## config.mk

```make
export PLATFORM = sky130hd
export DESIGN_NAME = deq_cell
export DESIGN_NICKNAME = d
export VERILOG_FILES = /design/src/rtl/deq_pkg.sv /design/src/rtl/deq_cell.sv
export SDC_FILE = /design/constraint.sdc
export NUM_CORES = 1
export LEC_CHECK = 0
export BUFFER_PORTS_ARGS = -buffer_cell sky130_fd_sc_hd__buf_4
export CORE_AREA = 2 2 96 98
export DETAILED_ROUTE_END_ITERATION = 16
export DIE_AREA = 0 0 98 100
export PLACE_DENSITY_LB_ADDON = 0.25
export SLEW_MARGIN = 20
export SYNTH_ARGS = -nofsm -noshare
export SYNTH_HDL_FRONTEND = slang
export SYNTH_SLANG_ARGS = --single-unit
```

## constraint.sdc

```tcl
create_clock -name clk -period 3.3 [get_ports clk]
set_input_delay 0.33 -clock clk [delete_from_list [all_inputs] [get_ports clk]]
set_output_delay 0.33 -clock clk [all_outputs]
set_load 0.01 [all_outputs]
```

## src/rtl/deq_pkg.sv

```systemverilog
// Shared types and constants for the double-ended queue.
// Holds operation and status codes, sizes and the cell command struct.
// No dependencies.
package deq_pkg;

    // Queue geometry
    localparam int DEPTH     = 1024;
    localparam int IDX_W     = (DEPTH > 1) ? $clog2(DEPTH) : 1;
    localparam int CNT_W     = $clog2(DEPTH + 1);
    localparam int DATA_W    = 32;
    localparam int OP_W      = 3;
    localparam int STATUS_W  = 2;
    localparam int COUNT_W   = 11;

    // Stream packing
    localparam int IN_BITS   = OP_W + DATA_W;
    localparam int IN_W      = ((IN_BITS + 7) / 8) * 8;
    localparam int OUT_BITS  = STATUS_W + 2 * DATA_W + 1 + COUNT_W;
    localparam int OUT_W     = ((OUT_BITS + 7) / 8) * 8;

    typedef enum logic [OP_W-1:0] {
        OP_NONE       = 3'd0,
        OP_PUSH_FRONT = 3'd1,
        OP_PUSH_BACK  = 3'd2,
        OP_POP_FRONT  = 3'd3,
        OP_POP_BACK   = 3'd4
    } deq_op_t;

    typedef enum logic [STATUS_W-1:0] {
        ST_DONE  = 2'd0,
        ST_FULL  = 2'd1,
        ST_EMPTY = 2'd2
    } deq_status_t;

    // Broadcast command to every cell of the chain
    typedef struct packed {
        logic              f_shr;   // front-ordered row moves toward the tail end
        logic              f_shl;   // front-ordered row moves toward cell 0
        logic              f_wr;    // front-ordered row writes at cell == count
        logic              b_shr;   // back-ordered row moves toward the tail end
        logic              b_shl;   // back-ordered row moves toward cell 0
        logic              b_wr;    // back-ordered row writes at cell == count
        logic [CNT_W-1:0]  count;   // element count before the request
        logic [DATA_W-1:0] value;   // word being pushed
    } cell_cmd_t;

    // Controller status toward the top level
    typedef struct packed {
        logic              out_valid;
        deq_status_t       status;
        logic [CNT_W-1:0]  count;
    } deq_stat_t;

endpackage

```

## src/rtl/deq_cell.sv

```systemverilog
// One storage cell of the queue chain: a word in front order and a word in
// back order, each loaded from a neighbor or from the pushed word.
// Depends on deq_pkg.
module deq_cell (
    input  logic                       clk,
    input  deq_pkg::cell_cmd_t         cmd,
    input  logic [deq_pkg::IDX_W-1:0]  idx,
    input  logic [deq_pkg::DATA_W-1:0] f_lft,
    input  logic [deq_pkg::DATA_W-1:0] f_rgt,
    input  logic [deq_pkg::DATA_W-1:0] b_lft,
    input  logic [deq_pkg::DATA_W-1:0] b_rgt,
    output logic [deq_pkg::DATA_W-1:0] f_q,
    output logic [deq_pkg::DATA_W-1:0] b_q
);
    import deq_pkg::*;

    logic [DATA_W-1:0] f_reg, f_next;
    logic [DATA_W-1:0] b_reg, b_next;
    logic              at_count;

    // This cell sits just past the last element
    assign at_count = (CNT_W'(idx) == cmd.count);

    // Front-ordered word
    always_comb
    begin
        f_next = f_reg;
        if (cmd.f_shr)
        begin
            f_next = f_lft;
        end
        else if (cmd.f_shl)
        begin
            f_next = f_rgt;
        end
        else if (cmd.f_wr && at_count)
        begin
            f_next = cmd.value;
        end
    end

    // Back-ordered word
    always_comb
    begin
        b_next = b_reg;
        if (cmd.b_shr)
        begin
            b_next = b_lft;
        end
        else if (cmd.b_shl)
        begin
            b_next = b_rgt;
        end
        else if (cmd.b_wr && at_count)
        begin
            b_next = cmd.value;
        end
    end

    always_ff @(posedge clk)
    begin
        f_reg <= f_next;
        b_reg <= b_next;
    end

    assign f_q = f_reg;
    assign b_q = b_reg;

endmodule

```

==> qor.yml, run 1 <==
cp_max_fo: 32
syn_nets: 482
cp-start-kind: "primary input"
initial_core_util_pct: 37.92
io_pins: 252
clock_path_buffers: 2
hold_viol_final: 0
post-place-ws_ns: 1.070
use_met3_pct: 7.939
timing.final.crit_share_pct: 56.91
rsz0062_at_grt: "no"
drt_iter0_drc: 58
min_period_ns: 1.878
status: "finished, final reports clean"
syn_inst: 294
path_class: "in -> reg"
grt_pass1_vias: 3214
path_clk_slew_ns: 0.07
powerDensity_nw_per_um2: 406.1
grt_pass1_wl_mm: 15.49
synth-seq-area-share_pct: 57.02
final_cells: 650
p_leak_nw: 2.601
crit_required_ns: 3.25
met1_usage_pct: 22.46
tns_ns: 0
maxSlewViolCount: 0
grt_most_used_layer: "met2"
final_core_util_pct: 61.55
final_layout_size_suffix_gt1_share_pct: 49.91
avgSynthCellArea_sq_um: 11.47
cts_made_buffers: 9
die_w_um: 98
grt_overflow: 0
gp_congestion: 0.8184
grt_antenna_before_repair: 0
hp-class: "in -> reg"
syn_to_final_growth_pct: 62.32
grt_use_met2_pct: 35.72
routed-via-count: 3117
grt_start_max_net_pins: 66
placed_cell_area_sq_um: 5284
fin_ws_ns: 1.422
core_area_sq_um: 8890
routedWlPerCell_um: 15.74
netlist_area_sq_um: 3371
arrival_ns: 1.83
portBuffers: 251
nets: 722
cts_sinks: 64
postCtsHoldBufs: 0
ys_warn_count: 0
first_pass_iters: 4
clockRootBuffer: "clkbuf_8"
cts.repair.resized: 0
max_freq_mhz: 532.5
synthDistinctLibCells: 13
dieArea_sq_um: 9800
worst_setup_path_end_kind: "flop"
peakVddDrop_mv: 0.1897
die_h_um: 100
drc_errors: 0
cts_setup_buffers: 0
dp_hpwl_mm: 7.814
floorplan.rows: 35
relSlewSlack_pct: 44.87
critPathLaunch: "cmd[32]"
htree_num_levels: 3
grt_usage_pct: 20.34
setup_viol: 0
final_area_sq_um: 5472
drt-total-wl_mm: 10.23
worstMarginPinSlew_ns: 0.8270
cts_tree: "built"
ys_ff_latch: 64
dp_cells: 634
antenna_left: 0
antenna_cells: 0
vias_per_cell: 4.795
holdCritStartpoint: "b_lft[16]"
maxCapViolations: 0
synthesized netlist by cell type:
| master | number | share of area, % |
|---|---|---|
| xnor2_1 | 6 | 1.6 |
| clkbuf_1 | 12 | 1.3 |
| a311o_2 | 2 | 0.67 |
| o21ai_0 | 64 | 9.5 |
| nand2_1 | 65 | 7.2 |
| nand4_1 | 1 | 0.19 |
| mux2i_1 | 64 | 19 |
| edfxtp_1 | 64 | 57 |
| xor2_1 | 4 | 1.0 |
| buf_4 | 6 | 1.3 |
| nor4_2 | 1 | 0.37 |
| nor3_1 | 1 | 0.15 |
| buf_2 | 4 | 0.59 |
layer usage:
metal,up-vias,wire length [um]
li1,1553,-
met4,0,171
met5,-,0
met2,155,5225
met3,13,1118
met1,1396,3713
worst max-delay path, stage by stage:
cell and delay (ns):
buf_4 0.11, xnor2_1 0.15, nand4_1 0.12, nor4_2 0.32
a311o_2 0.79
path summary, 6_finish.rpt:
path	end	slack, ns	depth (start not counted)
max	f_q[11]$_DFFE_PP_	1.42	5
min	b_q[16]$_DFFE_PP_	0.28	3
layout by cell type (no fill, tap or decap):
cell        Yosys  routed
clkbuf_1       12       1
o21ai_0        64      64
nor3_1          1       1
xor2_1          4       4
clkinv_2        0       3
clkbuf_8        0       9
xnor2_1         6       6
nand2_1        65      65
edfxtp_1       64      64
nor4_2          1       1
mux2i_1        64      64
clkinvlp_4      0       2
bufinv_16       0       1
a311o_2         2       2
nand4_1         1       1
buf_4           6     251
through the flow:
stage,hold WS [ns],power (mW)
6_report,0.2752,2.222
5_1_grt,0.2640,2.328
4_1_cts,0.2527,2.250
3_5_place_dp,0.6133,1.605
3_3_place_gp,0.6091,1.595
2_1_floorplan,0.5171,1.248
registers in the layout (all words and copies together), names as in the netlist:
signal and flops:
f_q 32, b_q 32
area by class of cell:
class | instances | area [sq um]
fillers | 760 | 3418
flip-flops and latches | 64 | 1922
repair buffers | 251 | 1884
multi-input cells | 208 | 1339
well taps | 111 | 138.9
clock buffers | 10 | 127.6
clock inverters | 6 | 60.06
logic make-up (layout without fill, tap and decap cells):
logic type / Yosys count / after routing / share of synthesized area (%)
AOI/OAI and AO/OA: 66 / 66 / 10.17
xor gates and xnor gates: 10 / 10 / 2.598
buffers and inverters: 22 / 267 / 3.266
DFF: 64 / 64 / 57.02
muxes: 64 / 64 / 19.01
and+or+nand+nor: 68 / 68 / 7.943
power by group:
part | switching [mW] | internal (mW)
clock network | 0.297 | 0.345
registers | 0.0286 | 1.01
logic | 0.230 | 0.314
Note: power is estimated with default switching activity, not from simulation.
==> run 2: changes to the inputs <==
--- a/config.mk
+++ b/config.mk
@@ -5,10 +5,11 @@
 export SDC_FILE = /design/constraint.sdc
 export NUM_CORES = 1
 export LEC_CHECK = 0
+export ABC_AREA = 1
 export BUFFER_PORTS_ARGS = -buffer_cell sky130_fd_sc_hd__buf_4
-export CORE_AREA = 2 2 96 98
+export CORE_MARGIN = 2
+export CORE_UTILIZATION = 42
 export DETAILED_ROUTE_END_ITERATION = 16
-export DIE_AREA = 0 0 98 100
 export PLACE_DENSITY_LB_ADDON = 0.25
 export SLEW_MARGIN = 20
 export SYNTH_ARGS = -nofsm -noshare
==> constraint.sdc (replaced) <==
create_clock -name clk -period 1.8 [get_ports clk]
set_input_delay 0.18 -clock clk [delete_from_list [all_inputs] [get_ports clk]]
set_output_delay 0.18 -clock clk [all_outputs]
set_load 0.01 [all_outputs]
==> run 2 against run 1 <==
Effect of this change:
- sequential share of layout area down 1.9 points
- first-iteration DRC count up 130%
- synthesized cell count up 27%
- critical endpoint is now b_q[11]$_DFFE_PP_
- highest routed layer unchanged
- die area down 3.1%
- wire length up 11%
- flip-flop and latch count unchanged
- final area up 5.8%
- total power up 87%
==> qor.yml, run 2 <==
nets: 807
gp_congestion: 0.8839
final_cell_mix: "257 x buf_4, 88 x nand2_1, 64 x o211ai_1, 64 x o21a_1, 64 x edfxtp_1"
hp-class: "in -> reg"
whs_endpoint: "f_q[7]$_DFFE_PP_"
synth_top_area_share_pct: 52.39
antenna_left: 0
grt_pass1_wl_mm: 17.80
grt_start_max_net_pins: 42
syn_inst: 374
syn_to_final_growth_pct: 57.81
ys_ff_latch: 64
holdCritStartpoint: "f_lft[7]"
cts_made_buffers: 9
avgSynthCellArea_sq_um: 9.809
path_clk_slew_ns: 0.07
rsz0062_at_grt: "no"
cts.repair.resized: 0
clockRootBuffer: "clkbuf_8"
synthDistinctLibCells: 15
min_period_ns: 1.091
initial_core_util_pct: 42.69
drc_errors: 0
tns_ns: 0
synth_common_cells: "88 x nand2_1, 64 x edfxtp_1, 64 x o211ai_1, 64 x o21a_1, 49 x inv_1"
hold_viol_final: 0
yosys.area_share.simple_pct: 10.88
path_class: "in -> reg"
worstHoldPathCells: 2
io_pins: 252
powerDensity_nw_per_um2: 719.3
dp_hpwl_mm: 8.675
grt_pass1_vias: 3727
status: "finished, final reports clean"
fillers: 726
p_leak_nw: 2.695
final_layout_size_suffix_gt1_share_pct: 44.39
synthMuxAreaShare_pct: 0
portBuffers: 251
ys_warn_count: 0
routedWlPerCell_um: 15.45
syn_nets: 562
core_area_sq_um: 8593
peakVddDrop_mv: 0.3836
cts_tree: "built"
fin_ws_ns: 0.7091
clock_path_buffers: 2
synth_xor_area_share_pct: 0
first_pass_iters: 4
die_w_um: 97.46
routed-via-count: 3690
max_freq_mhz: 916.7
cp_max_fo: 32
die_h_um: 97.46
dieArea_sq_um: 9498
cp-start-kind: "primary input"
grt_usage_pct: 23.70
arrival_ns: 1.11
synth_top_family_by_area: "compound AO/OA/AOI/OAI gates"
synthAdderAreaFrac_pct: 0
timing.final.crit_share_pct: 60.61
vias_per_cell: 5.041
grt_overflow: 0
antenna_cells: 0
netlist_area_sq_um: 3669
worst_setup_path_end_kind: "flop"
floorplan.rows: 34
setup_viol: 0
maxSlewViolCount: 0
drt_iter0_drc: 131
layout_commonest_cell: "buf_4"
drt-total-wl_mm: 11.31
htree_num_levels: 3
synth_compound_area_share_pct: 26.33
yosysMostFrequentCell: "nand2_1"
maxCapViolations: 0
crit_required_ns: 1.82
cts_setup_buffers: 0
synth-seq-area-share_pct: 52.39
grt_antenna_before_repair: 0
cts_sinks: 64
postCtsHoldBufs: 0
relSlewSlack_pct: 71.48
synth_area_leaders: "edfxtp_1 52%, o211ai_1 13%, o21a_1 13%"
worstMarginPinSlew_ns: 0.4278
async_flop_share_pct: 0
yosys.area.top_type: "edfxtp_1"
dp_cells: 716
final_cells: 732
synth_ff_type: "edfxtp_1"
post-place-ws_ns: 0.3610
synth_edf_count: 64
[run 2: changes by cell type after synthesis, sizes merged, moves of 2 or more]
| cell | before | now |
|---|---|---|
| nor2 | 0 | 11 |
| xnor2 | 6 | 0 |
| inv | 0 | 51 |
| o21a | 0 | 64 |
| a311o | 2 | 0 |
| o211ai | 0 | 64 |
| nand3 | 0 | 3 |
| clkbuf | 12 | 6 |
| mux2i | 64 | 0 |
| xor2 | 4 | 0 |
| buf | 10 | 20 |
| nand2 | 65 | 88 |
| o21ai | 64 | 1 |
[run 2: metal layers]
layer / track usage (%) / vias to the layer above / part of all wire, % / wire length, um
li1: - / 1806 / - / -
met1: 27.60 / 1665 / 37 / 4182
met2: 40.27 / 189 / 51 / 5744
met3: 5.612 / 30 / 8.4 / 947
met4: 12.93 / 0 / 3.8 / 433
met5: 0 / - / 0 / 0
[run 2: stage by stage]
step                total power [mW]  area (sq um)  hold slack, ns  util [%]
floorplan                      2.372          3669          0.3661         -
global placement               3.014          5603          0.4526     65.20
detailed placement             3.041          5603          0.4550     65.20
CTS                            4.207          5789          0.1031     67.37
global route                   4.371          5789         0.09833     67.37
finish                         4.164          5789          0.1235     67.37
[run 2: cell families (layout without fill, tap and decap cells)]
family	count (synthesis)	in the layout
AO/OA/AOI/OAI	129	129
buffers and inverters	77	327
flip-flops	64	64
AND/OR/NAND/NOR	104	104
[run 2: worst max-delay path by stage]
| stage | startpoint | slack, ns | endpoint |
|---|---|---|---|
| CTS | cmd[36] | 0.71 | b_q[14]$_DFFE_PP_ |
| global route | idx[3] | 0.60 | b_q[18]$_DFFE_PP_ |
| detailed placement | cmd[36] | 0.36 | b_q[18]$_DFFE_PP_ |
| floorplan | idx[0] | 0.1 | b_q[0]$_DFFE_PP_ |
| global placement | cmd[36] | 0.38 | f_q[10]$_DFFE_PP_ |
| finish | cmd[36] | 0.71 | b_q[11]$_DFFE_PP_ |
[run 2: area by class of cell]
cell class / count / area [sq um] / area share [%]
well taps: 108 / 135.1 / 2.334
clock buffers: 9 / 123.9 / 2.140
multi-input cells: 233 / 1365 / 23.58
inverters: 51 / 191.4 / 3.307
flip-flops and latches: 64 / 1922 / 33.20
repair buffers: 260 / 1989 / 34.36
clock inverters: 7 / 62.56 / 1.081
[run 2: critical path: stages]
cell and delay, ns:
buf_4 0.11, nor2_1 0.09, nor2_1 0.05, nor2_1 0.08
nand2_1 0.05, nor2_1 0.12, nand3_1 0.08, nand2_1 0.11
buf_12 0.22
[run 2: report_power, final]
group / total [mW] / internal, mW / switching [mW]
clock: 1.16 / 0.625 / 0.538
combinational: 1.10 / 0.626 / 0.474
sequential: 1.90 / 1.85 / 0.0539
total: 4.16 / 3.10 / 1.07
