`config.mk`:
```
export PLATFORM = sky130hd
export DESIGN_NAME = deq_ctrl
export DESIGN_NICKNAME = d
export VERILOG_FILES = /design/src/rtl/deq_pkg.sv /design/src/rtl/deq_ctrl.sv
export SDC_FILE = /design/constraint.sdc
export NUM_CORES = 1
export LEC_CHECK = 0
export ABC_CLOCK_PERIOD_IN_PS = 2400
export BUFFER_PORTS_ARGS = -buffer_cell sky130_fd_sc_hd__buf_2
export CELL_PAD_IN_SITES_DETAIL_PLACEMENT = 0
export CELL_PAD_IN_SITES_GLOBAL_PLACEMENT = 2
export CORE_ASPECT_RATIO = 0.5
export CORE_MARGIN = 4
export CORE_UTILIZATION = 22
export CTS_CLUSTER_SIZE = 10
export DETAILED_ROUTE_END_ITERATION = 7
export PLACE_DENSITY = 0.82
export RECOVER_POWER = 25
export SLEW_MARGIN = 40
export SYNTH_ARGS = -nofsm -noshare
export SYNTH_HDL_FRONTEND = slang
export SYNTH_SLANG_ARGS = --single-unit
```
`constraint.sdc`:
```
create_clock -name clk -period 2.4 [get_ports clk]
set_input_delay 0.24 -clock clk [delete_from_list [all_inputs] [get_ports clk]]
set_output_delay 0.24 -clock clk [all_outputs]
set_load 0.05 [all_outputs]
```
`src/rtl/deq_pkg.sv`:
```
// Shared types and constants for the double-ended queue.
// Holds operation and status codes, sizes and the cell command struct.
// No dependencies.
package deq_pkg;

    // Queue geometry
    localparam int DEPTH     = 1024;
    localparam int IDX_W     = (DEPTH > 1) ? $clog2(DEPTH) : 1;
    localparam int CNT_W     = $clog2(DEPTH + 1);
    localparam int DATA_W    = 32;
    localparam int OP_W      = 3;
    localparam int STATUS_W  = 2;
    localparam int COUNT_W   = 11;

    // Stream packing
    localparam int IN_BITS   = OP_W + DATA_W;
    localparam int IN_W      = ((IN_BITS + 7) / 8) * 8;
    localparam int OUT_BITS  = STATUS_W + 2 * DATA_W + 1 + COUNT_W;
    localparam int OUT_W     = ((OUT_BITS + 7) / 8) * 8;

    typedef enum logic [OP_W-1:0] {
        OP_NONE       = 3'd0,
        OP_PUSH_FRONT = 3'd1,
        OP_PUSH_BACK  = 3'd2,
        OP_POP_FRONT  = 3'd3,
        OP_POP_BACK   = 3'd4
    } deq_op_t;

    typedef enum logic [STATUS_W-1:0] {
        ST_DONE  = 2'd0,
        ST_FULL  = 2'd1,
        ST_EMPTY = 2'd2
    } deq_status_t;

    // Broadcast command to every cell of the chain
    typedef struct packed {
        logic              f_shr;   // front-ordered row moves toward the tail end
        logic              f_shl;   // front-ordered row moves toward cell 0
        logic              f_wr;    // front-ordered row writes at cell == count
        logic              b_shr;   // back-ordered row moves toward the tail end
        logic              b_shl;   // back-ordered row moves toward cell 0
        logic              b_wr;    // back-ordered row writes at cell == count
        logic [CNT_W-1:0]  count;   // element count before the request
        logic [DATA_W-1:0] value;   // word being pushed
    } cell_cmd_t;

    // Controller status toward the top level
    typedef struct packed {
        logic              out_valid;
        deq_status_t       status;
        logic [CNT_W-1:0]  count;
    } deq_stat_t;

endpackage

```
`src/rtl/deq_ctrl.sv`:
```
// Request decode, element count, status and output register for the queue.
// Drives the command broadcast to the cell chain.
// Depends on deq_pkg.
module deq_ctrl (
    input  logic                       clk,
    input  logic                       rst_n,
    input  logic                       in_valid,
    input  logic [deq_pkg::OP_W-1:0]   op,
    input  logic [deq_pkg::DATA_W-1:0] push_value,
    input  logic                       out_ready,
    output logic                       in_ready,
    output deq_pkg::cell_cmd_t         cmd,
    output deq_pkg::deq_stat_t         stat
);
    import deq_pkg::*;

    logic              out_valid_reg, out_valid_next;
    deq_status_t       status_reg, status_next;
    logic [CNT_W-1:0]  count_reg, count_next;
    logic              accept;
    logic              is_full;
    logic              is_void;

    // A new request enters once the pending result is gone or leaving
    assign in_ready = !out_valid_reg || out_ready;
    assign accept   = in_valid && in_ready;
    assign is_full  = (count_reg == CNT_W'(DEPTH));
    assign is_void  = (count_reg == '0);

    // Decode the request into cell moves, the new count and status
    always_comb
    begin
        cmd            = '0;
        cmd.count      = count_reg;
        cmd.value      = push_value;
        count_next     = count_reg;
        status_next    = status_reg;
        out_valid_next = out_valid_reg;
        if (out_ready)
        begin
            out_valid_next = 1'b0;
        end
        if (accept)
        begin
            out_valid_next = 1'b1;
            status_next    = ST_DONE;
            unique case (op) inside
                OP_PUSH_FRONT, OP_PUSH_BACK:
                begin
                    if (is_full)
                    begin
                        status_next = ST_FULL;
                    end
                    else
                    begin
                        count_next = count_reg + 1'b1;
                        if (op == OP_PUSH_FRONT)
                        begin
                            cmd.f_shr = 1'b1;
                            cmd.b_wr  = 1'b1;
                        end
                        else
                        begin
                            cmd.b_shr = 1'b1;
                            cmd.f_wr  = 1'b1;
                        end
                    end
                end
                OP_POP_FRONT, OP_POP_BACK:
                begin
                    if (is_void)
                    begin
                        status_next = ST_EMPTY;
                    end
                    else
                    begin
                        count_next = count_reg - 1'b1;
                        if (op == OP_POP_FRONT)
                        begin
                            cmd.f_shl = 1'b1;
                        end
                        else
                        begin
                            cmd.b_shl = 1'b1;
                        end
                    end
                end
                default:
                begin
                    status_next = ST_DONE;
                end
            endcase
        end
    end

    always_ff @(posedge clk or negedge rst_n)
    begin
        if (!rst_n)
        begin
            out_valid_reg <= 1'b0;
            status_reg    <= ST_DONE;
            count_reg     <= '0;
        end
        else
        begin
            out_valid_reg <= out_valid_next;
            status_reg    <= status_next;
            count_reg     <= count_next;
        end
    end

    assign stat.out_valid = out_valid_reg;
    assign stat.status    = status_reg;
    assign stat.count     = count_reg;

endmodule

```
==> results.cfg, run 1 <==
[layout]
area_growth_pct = 21.0
finish.instance_area_sq_um = 1820
nNetsFinal = 237
largest_reg_flops = 11
drive_gt1_share_pct = 50.8
antenna_cells = 0
fin_util_pct = 28.7
instances_no_fill = 275

[clock_network]
clk_pin_slew_ns = 0.05
insertion_delay_ns = 0.25
tritoncts = yes
clockBufferDepth = 2
cts-root-buf = clkbuf_16
clock_sinks = 14
cts-htree-levels = 1
cts-buffers-inserted = 3

[synthesis]
synthMuxAreaShare_pct = 1.50
yosys_warnings = 0
seq_area_frac_synth_pct = 23.3
syn_avg_cell_area_sq_um = 9.00
synth_flop_cell = dfrtp_1
synth_top_family_by_area = buffers and inverters
synthArstFlopShare_pct = 100
synth-xor-area-share_pct = 5.25
synth_compound_area_share_pct = 19.1
synth-edff-count = 0
syn_inst = 167
syn_nets = 216
ys_types = 48
ys_ff_latch = 14
yosys.area_share.adder_pct = 8.83
synth_area_sq_um = 1500
synthSimpleGateAreaFrac_pct = 16.7

[floorplan]
initial_core_util_pct = 23.7
core_area_sq_um = 6330
dieArea_sq_um = 8300
io_pins = 103
die_y_um = 66.4
die_w_um = 125
fp-row-count = 20

[drt]
route.detailed.drc = 0
wl_mm = 3.79
wire_per_inst_um = 13.8
vias = 1183
final_antenna_net_count = 0
vias_per_cell = 4.30
first_iter_violations = 56
drtPass1Iterations = 4

[timing]
clock_skew_ns = 0.00322
max_slew_margin_pct = 73.6
hold_viol = 0
finalSetupTns_ns = 0
tightest_slew_ns = 0.394
min_period_ns = 2.30
max_freq_mhz = 435
slew_violations = 0
fin_ws_ns = 0.102
fin_hold_ws_ns = 0.198
finalSetupViolCount = 0
min_period_over_period_pct = 95.8

[critical_path]
worstReg2RegStart = count_reg[0]
critPathCaptureType = flip-flop
slowest_delay_ns = 0.39
reg2reg_depth = 6
r2r_end = count_reg[1]
worstSetupPathType = input pin to flip-flop
crit_arrival_ns = 2.43
r2r_slack_ns = 0.23
slowest_stage = or3b_4
crit_fanout = 9
crit_chain = buf_2 > or3b_4 > o21ai_4 > buf_12 > ha_4 > nor2b_1 > a311o_1 > nand2_1 > mux2_2 > o31a_1
crit_buf_inv = 2
crit_required_ns = 2.53
crit_path_start_kind = input pin
crit_family = compound AO/OA/AOI/OAI gates

[worst_hold_path]
min_path_type = input pin to flip-flop
hp-start = in_valid
whs_endpoint = out_valid_reg
hold_depth = 2

[global_route]
antenna_found_initial = 0
grt_pass1_vias = 1204
gr-usage-met2_pct = 15.9
gr-total-overflow = 0
grt_max_degree = 15
busiest_layer = met2
grt_use_met3_pct = 2.58
grt_use_total_pct = 9.08
grt_pass1_wl_mm = 6.14
grt_util_met1_pct = 10.1

[outcome]
status = finished, final reports clean

[job]
max_cap_viol_count = 0

[power]
powerDensity_nw_per_um2 = 1410
peakVddDrop_v = 0.000479
p_leak_nw = 0.839
power_mw = 2.57

[placement]
dp_slack_ns = -0.192
io_buffers = 38
hpwl_mm = 2.97
dpl_cell_area_sq_um = 1680
dpl.cell_count = 268
gp_congestion = 0.772
[final cells by class]
class,instances,area [sq um]
well taps,88,110
repair buffers,64,400
multi-input cells,102,855
fillers,649,4510
clock buffers,4,88.8
inverters,3,11.3
flip-flops and latches,14,353
[cells in the mapped netlist, drive strengths merged, types with 2 or more instances]
| cell type | number | area [sq um] |
|---|---|---|
| or4 | 2 | 18.8 |
| xor2 | 4 | 35.0 |
| nor4 | 2 | 27.5 |
| or3b | 2 | 20.0 |
| o21a | 3 | 22.5 |
| nand2 | 18 | 75.1 |
| o21bai | 2 | 15.0 |
| dfrtp | 14 | 350 |
| nor3b | 2 | 15.0 |
| buf | 48 | 370 |
| a21oi | 7 | 38.8 |
| a211oi | 2 | 20.0 |
| nand3 | 2 | 10.0 |
| o21ai | 10 | 76.3 |
| nor2 | 6 | 22.5 |
| mux2 | 2 | 22.5 |
| nand2b | 3 | 18.8 |
| inv | 3 | 11.3 |
| ha | 9 | 113 |
| xnor2 | 5 | 43.8 |
| o41ai | 2 | 25.0 |
| nor3 | 2 | 10.0 |
| nor2b | 3 | 18.8 |
[placed cells by master, fill, tap and decap left out, drive strengths merged, types with 2 or more instances in the layout]
cell and instances:
buf 63, o21bai 2, or4 2, o21a 3
nand2 18, ha 9, nor3b 2, nor2b 3
clkbuf 4, nor3 2, nand3 2, xnor2 5
inv 3, a211oi 2, o21ai 10, a21oi 7
nor4 2, xor2 4, mux2 2, nor2 6
dfrtp 14, o41ai 2, nand2b 3, or3b 2
[what timing repair did]
item,4_1_cts,5_1_grt
resized for setup,0,7
setup endpoints to repair,0,8
setup buffers,0,2
hold endpoints to repair,14,0
hold buffers,1,0
[routing by layer]
layer / vias up / share of wire (%)
met4: 0 / 3.9
met2: 31 / 47
met3: 24 / 7.1
met5: - / 0
li1: 578 / -
met1: 550 / 42
[cells by family (layout without fill, tap and decap cells)]
logic type | Yosys count | count (layout)
buf+inv | 51 | 71
flops | 14 | 14
xor+xnor | 9 | 9
mux | 2 | 2
compound gates | 37 | 37
simple gates | 44 | 44
fa+ha+maj | 10 | 10
[where the power goes]
part / switching [mW] / internal [mW] / total [mW]
clock: 0.113 / 0.254 / 0.366
combinational: 1.12 / 0.587 / 1.71
sequential: 0.165 / 0.328 / 0.493
total: 1.40 / 1.17 / 2.57
[worst max path at each step]
stage | start | cells past startpoint | slack (ns) | to
5_1_grt | count_reg[0] | 6 | -0.007 | cmd[45]
2_1_floorplan | out_valid_reg | 6 | -0.20 | cmd[46]
4_1_cts | count_reg[0] | 6 | 0.02 | cmd[45]
3_5_place_dp | op[1] | 10 | -0.19 | count_reg[10]
3_3_place_gp | op[1] | 10 | -0.14 | count_reg[10]
6_report | op[1] | 10 | 0.10 | count_reg[9]
Note: power is estimated with default switching activity, not from simulation.
==> run 2, diff against run 1 <==
--- a/config.mk
+++ b/config.mk
@@ -8,10 +8,10 @@
 export ABC_CLOCK_PERIOD_IN_PS = 2400
 export BUFFER_PORTS_ARGS = -buffer_cell sky130_fd_sc_hd__buf_2
 export CELL_PAD_IN_SITES_DETAIL_PLACEMENT = 0
-export CELL_PAD_IN_SITES_GLOBAL_PLACEMENT = 2
+export CELL_PAD_IN_SITES_GLOBAL_PLACEMENT = 1
 export CORE_ASPECT_RATIO = 0.5
 export CORE_MARGIN = 4
-export CORE_UTILIZATION = 22
+export CORE_UTILIZATION = 29
 export CTS_CLUSTER_SIZE = 10
 export DETAILED_ROUTE_END_ITERATION = 7
 export PLACE_DENSITY = 0.82
==> results.cfg, run 2 (same netlist as run 1, synthesis figures left out) <==
[floorplan]
die_y_um = 58.9
core_area_sq_um = 4980
dieArea_sq_um = 6470
fp-row-count = 18
initial_core_util_pct = 30.2
io_pins = 103
die_w_um = 110

[global_route]
antenna_found_initial = 0
grt_use_total_pct = 11.2
grt_pass1_vias = 1167
gr-total-overflow = 0
grt_pass1_wl_mm = 5.71
grt_max_degree = 15

[placement]
gp_congestion = 0.912
dpl.cell_count = 250
dpl_cell_area_sq_um = 1650
hpwl_mm = 2.91
io_buffers = 38

[timing]
fin_hold_ws_ns = 0.205
tightest_slew_ns = 0.348
max_slew_margin_pct = 76.2
max_freq_mhz = 434
finalSetupTns_ns = 0
hold_viol = 0
min_period_ns = 2.30
slew_violations = 0
finalSetupViolCount = 0
min_period_over_period_pct = 96.0
clock_skew_ns = 0.00720

[clock_network]
clock_sinks = 14
clk_pin_slew_ns = 0.06
cts-root-buf = clkbuf_8
tritoncts = yes
cts-htree-levels = 1
insertion_delay_ns = 0.26
clockBufferDepth = 2
cts-buffers-inserted = 3

[job]
max_cap_viol_count = 0

[power]
swShare_pct = 56.7
powerDensity_nw_per_um2 = 1390
p_int_mw = 1.05
p_leak_nw = 0.821
pwr-share-comb_pct = 69.4
p_seq_share_pct = 20.5
power_mw = 2.44
p_sw_mw = 1.38
peakVddDrop_v = 0.000444
pwr-share-clk_pct = 10.1

[drt]
vias_per_cell = 4.71
vias = 1215
route.detailed.drc = 0
drtPass1Iterations = 4
first_iter_violations = 79
wl_mm = 3.70
final_antenna_net_count = 0
wire_per_inst_um = 14.3

[layout]
area_growth_pct = 16.9
final_cell_mix = buf_2 (38), buf_4 (25), nand2_1 (16)
drive_gt1_share_pct = 51.1
largest_reg_flops = 11
fillerInstances = 487
mostFrequentLayoutCell = buf_2
register_area_sq_um = 354
instances_no_fill = 258
nNetsFinal = 238
multi_input_area_sq_um = 861
antenna_cells = 0
finish.instance_area_sq_um = 1760

[worst_hold_path]
min_path_type = input pin to flip-flop

[critical_path]
critPathCaptureType = output port
r2r_slack_ns = 0.30
crit_path_start_kind = flip-flop
crit_arrival_ns = 2.06
crit_fanout = 6
worstSetupPathType = flip-flop to output port
crit_required_ns = 2.16

[outcome]
status = finished, final reports clean
[run 2: cell count changes in the layout (fill, tap and decap cells not counted), sizes merged]
| cell | delta |
|---|---|
| o21ai | +1 |
[run 2: power by group through the flow]
stage / Combinational, mW / Sequential, mW / Clock (mW)
2_1_floorplan: 1.19 / 0.765 / 0
3_3_place_gp: 1.66 / 0.489 / 0
3_5_place_dp: 1.68 / 0.497 / 0
4_1_cts: 1.68 / 0.495 / 0.255
5_1_grt: 1.80 / 0.523 / 0.262
6_report: 1.69 / 0.499 / 0.247
[run 2: worst max-delay path, stage by stage, from the launching register on]
cell and delay (ns):
dfrtp_2 0.45, or4_4 0.56, nor4_4 0.27, nand2_1 0.14, nand2_2 0.12, nor3b_2 0.05, buf_2 0.20
[run 2: metrics by stage]
| step | worst slack [ns] | utilization, % |
|---|---|---|
| finish | 0.0956 | 35.3 |
| global route | -0.00813 | 35.3 |
| CTS | 0.00433 | 34.6 |
| detailed placement | -0.169 | 33.2 |
| global placement | -0.121 | 33.2 |
| floorplan | -0.204 | - |
[run 2: final timing paths]
kind,cells after the start,startpoint,to
worst max-delay path,6,count_reg[0],cmd[46]
worst min-delay path,2,in_valid,out_valid_reg
worst max register to register,6,count_reg[0],count_reg[1]
worst min register to register,2,status_reg[0],status_reg[0]
max in group asynchronous,2,rst_n,count_reg[1]
min in group asynchronous,2,rst_n,count_reg[3]
[run 2: area by class of cell]
cell class	instances	area share [%]
Multi-Input combinational cell	103	49.0
Timing Repair Buffer	64	22.1
Sequential cell	14	20.2
Tap cell	70	4.99
Clock buffer	4	3.13
Inverter	3	0.641
[run 2: layer usage]
layer	part of all wire, %	track usage (%)	wire (um)
met5	0	0	0
met4	1.9	5.33	69
met3	7.2	2.85	265
met2	53	20.5	1950
met1	38	12.1	1410
[run 2: repair_timing]
action                     4_1_cts  5_1_grt
pin swaps                        0        1
setup endpoints to repair        2        6
gates cloned                     0        1
buffers inserted                 0        2
hold endpoints to repair        14        0
resized for setup                1        5
hold buffers                     1        0
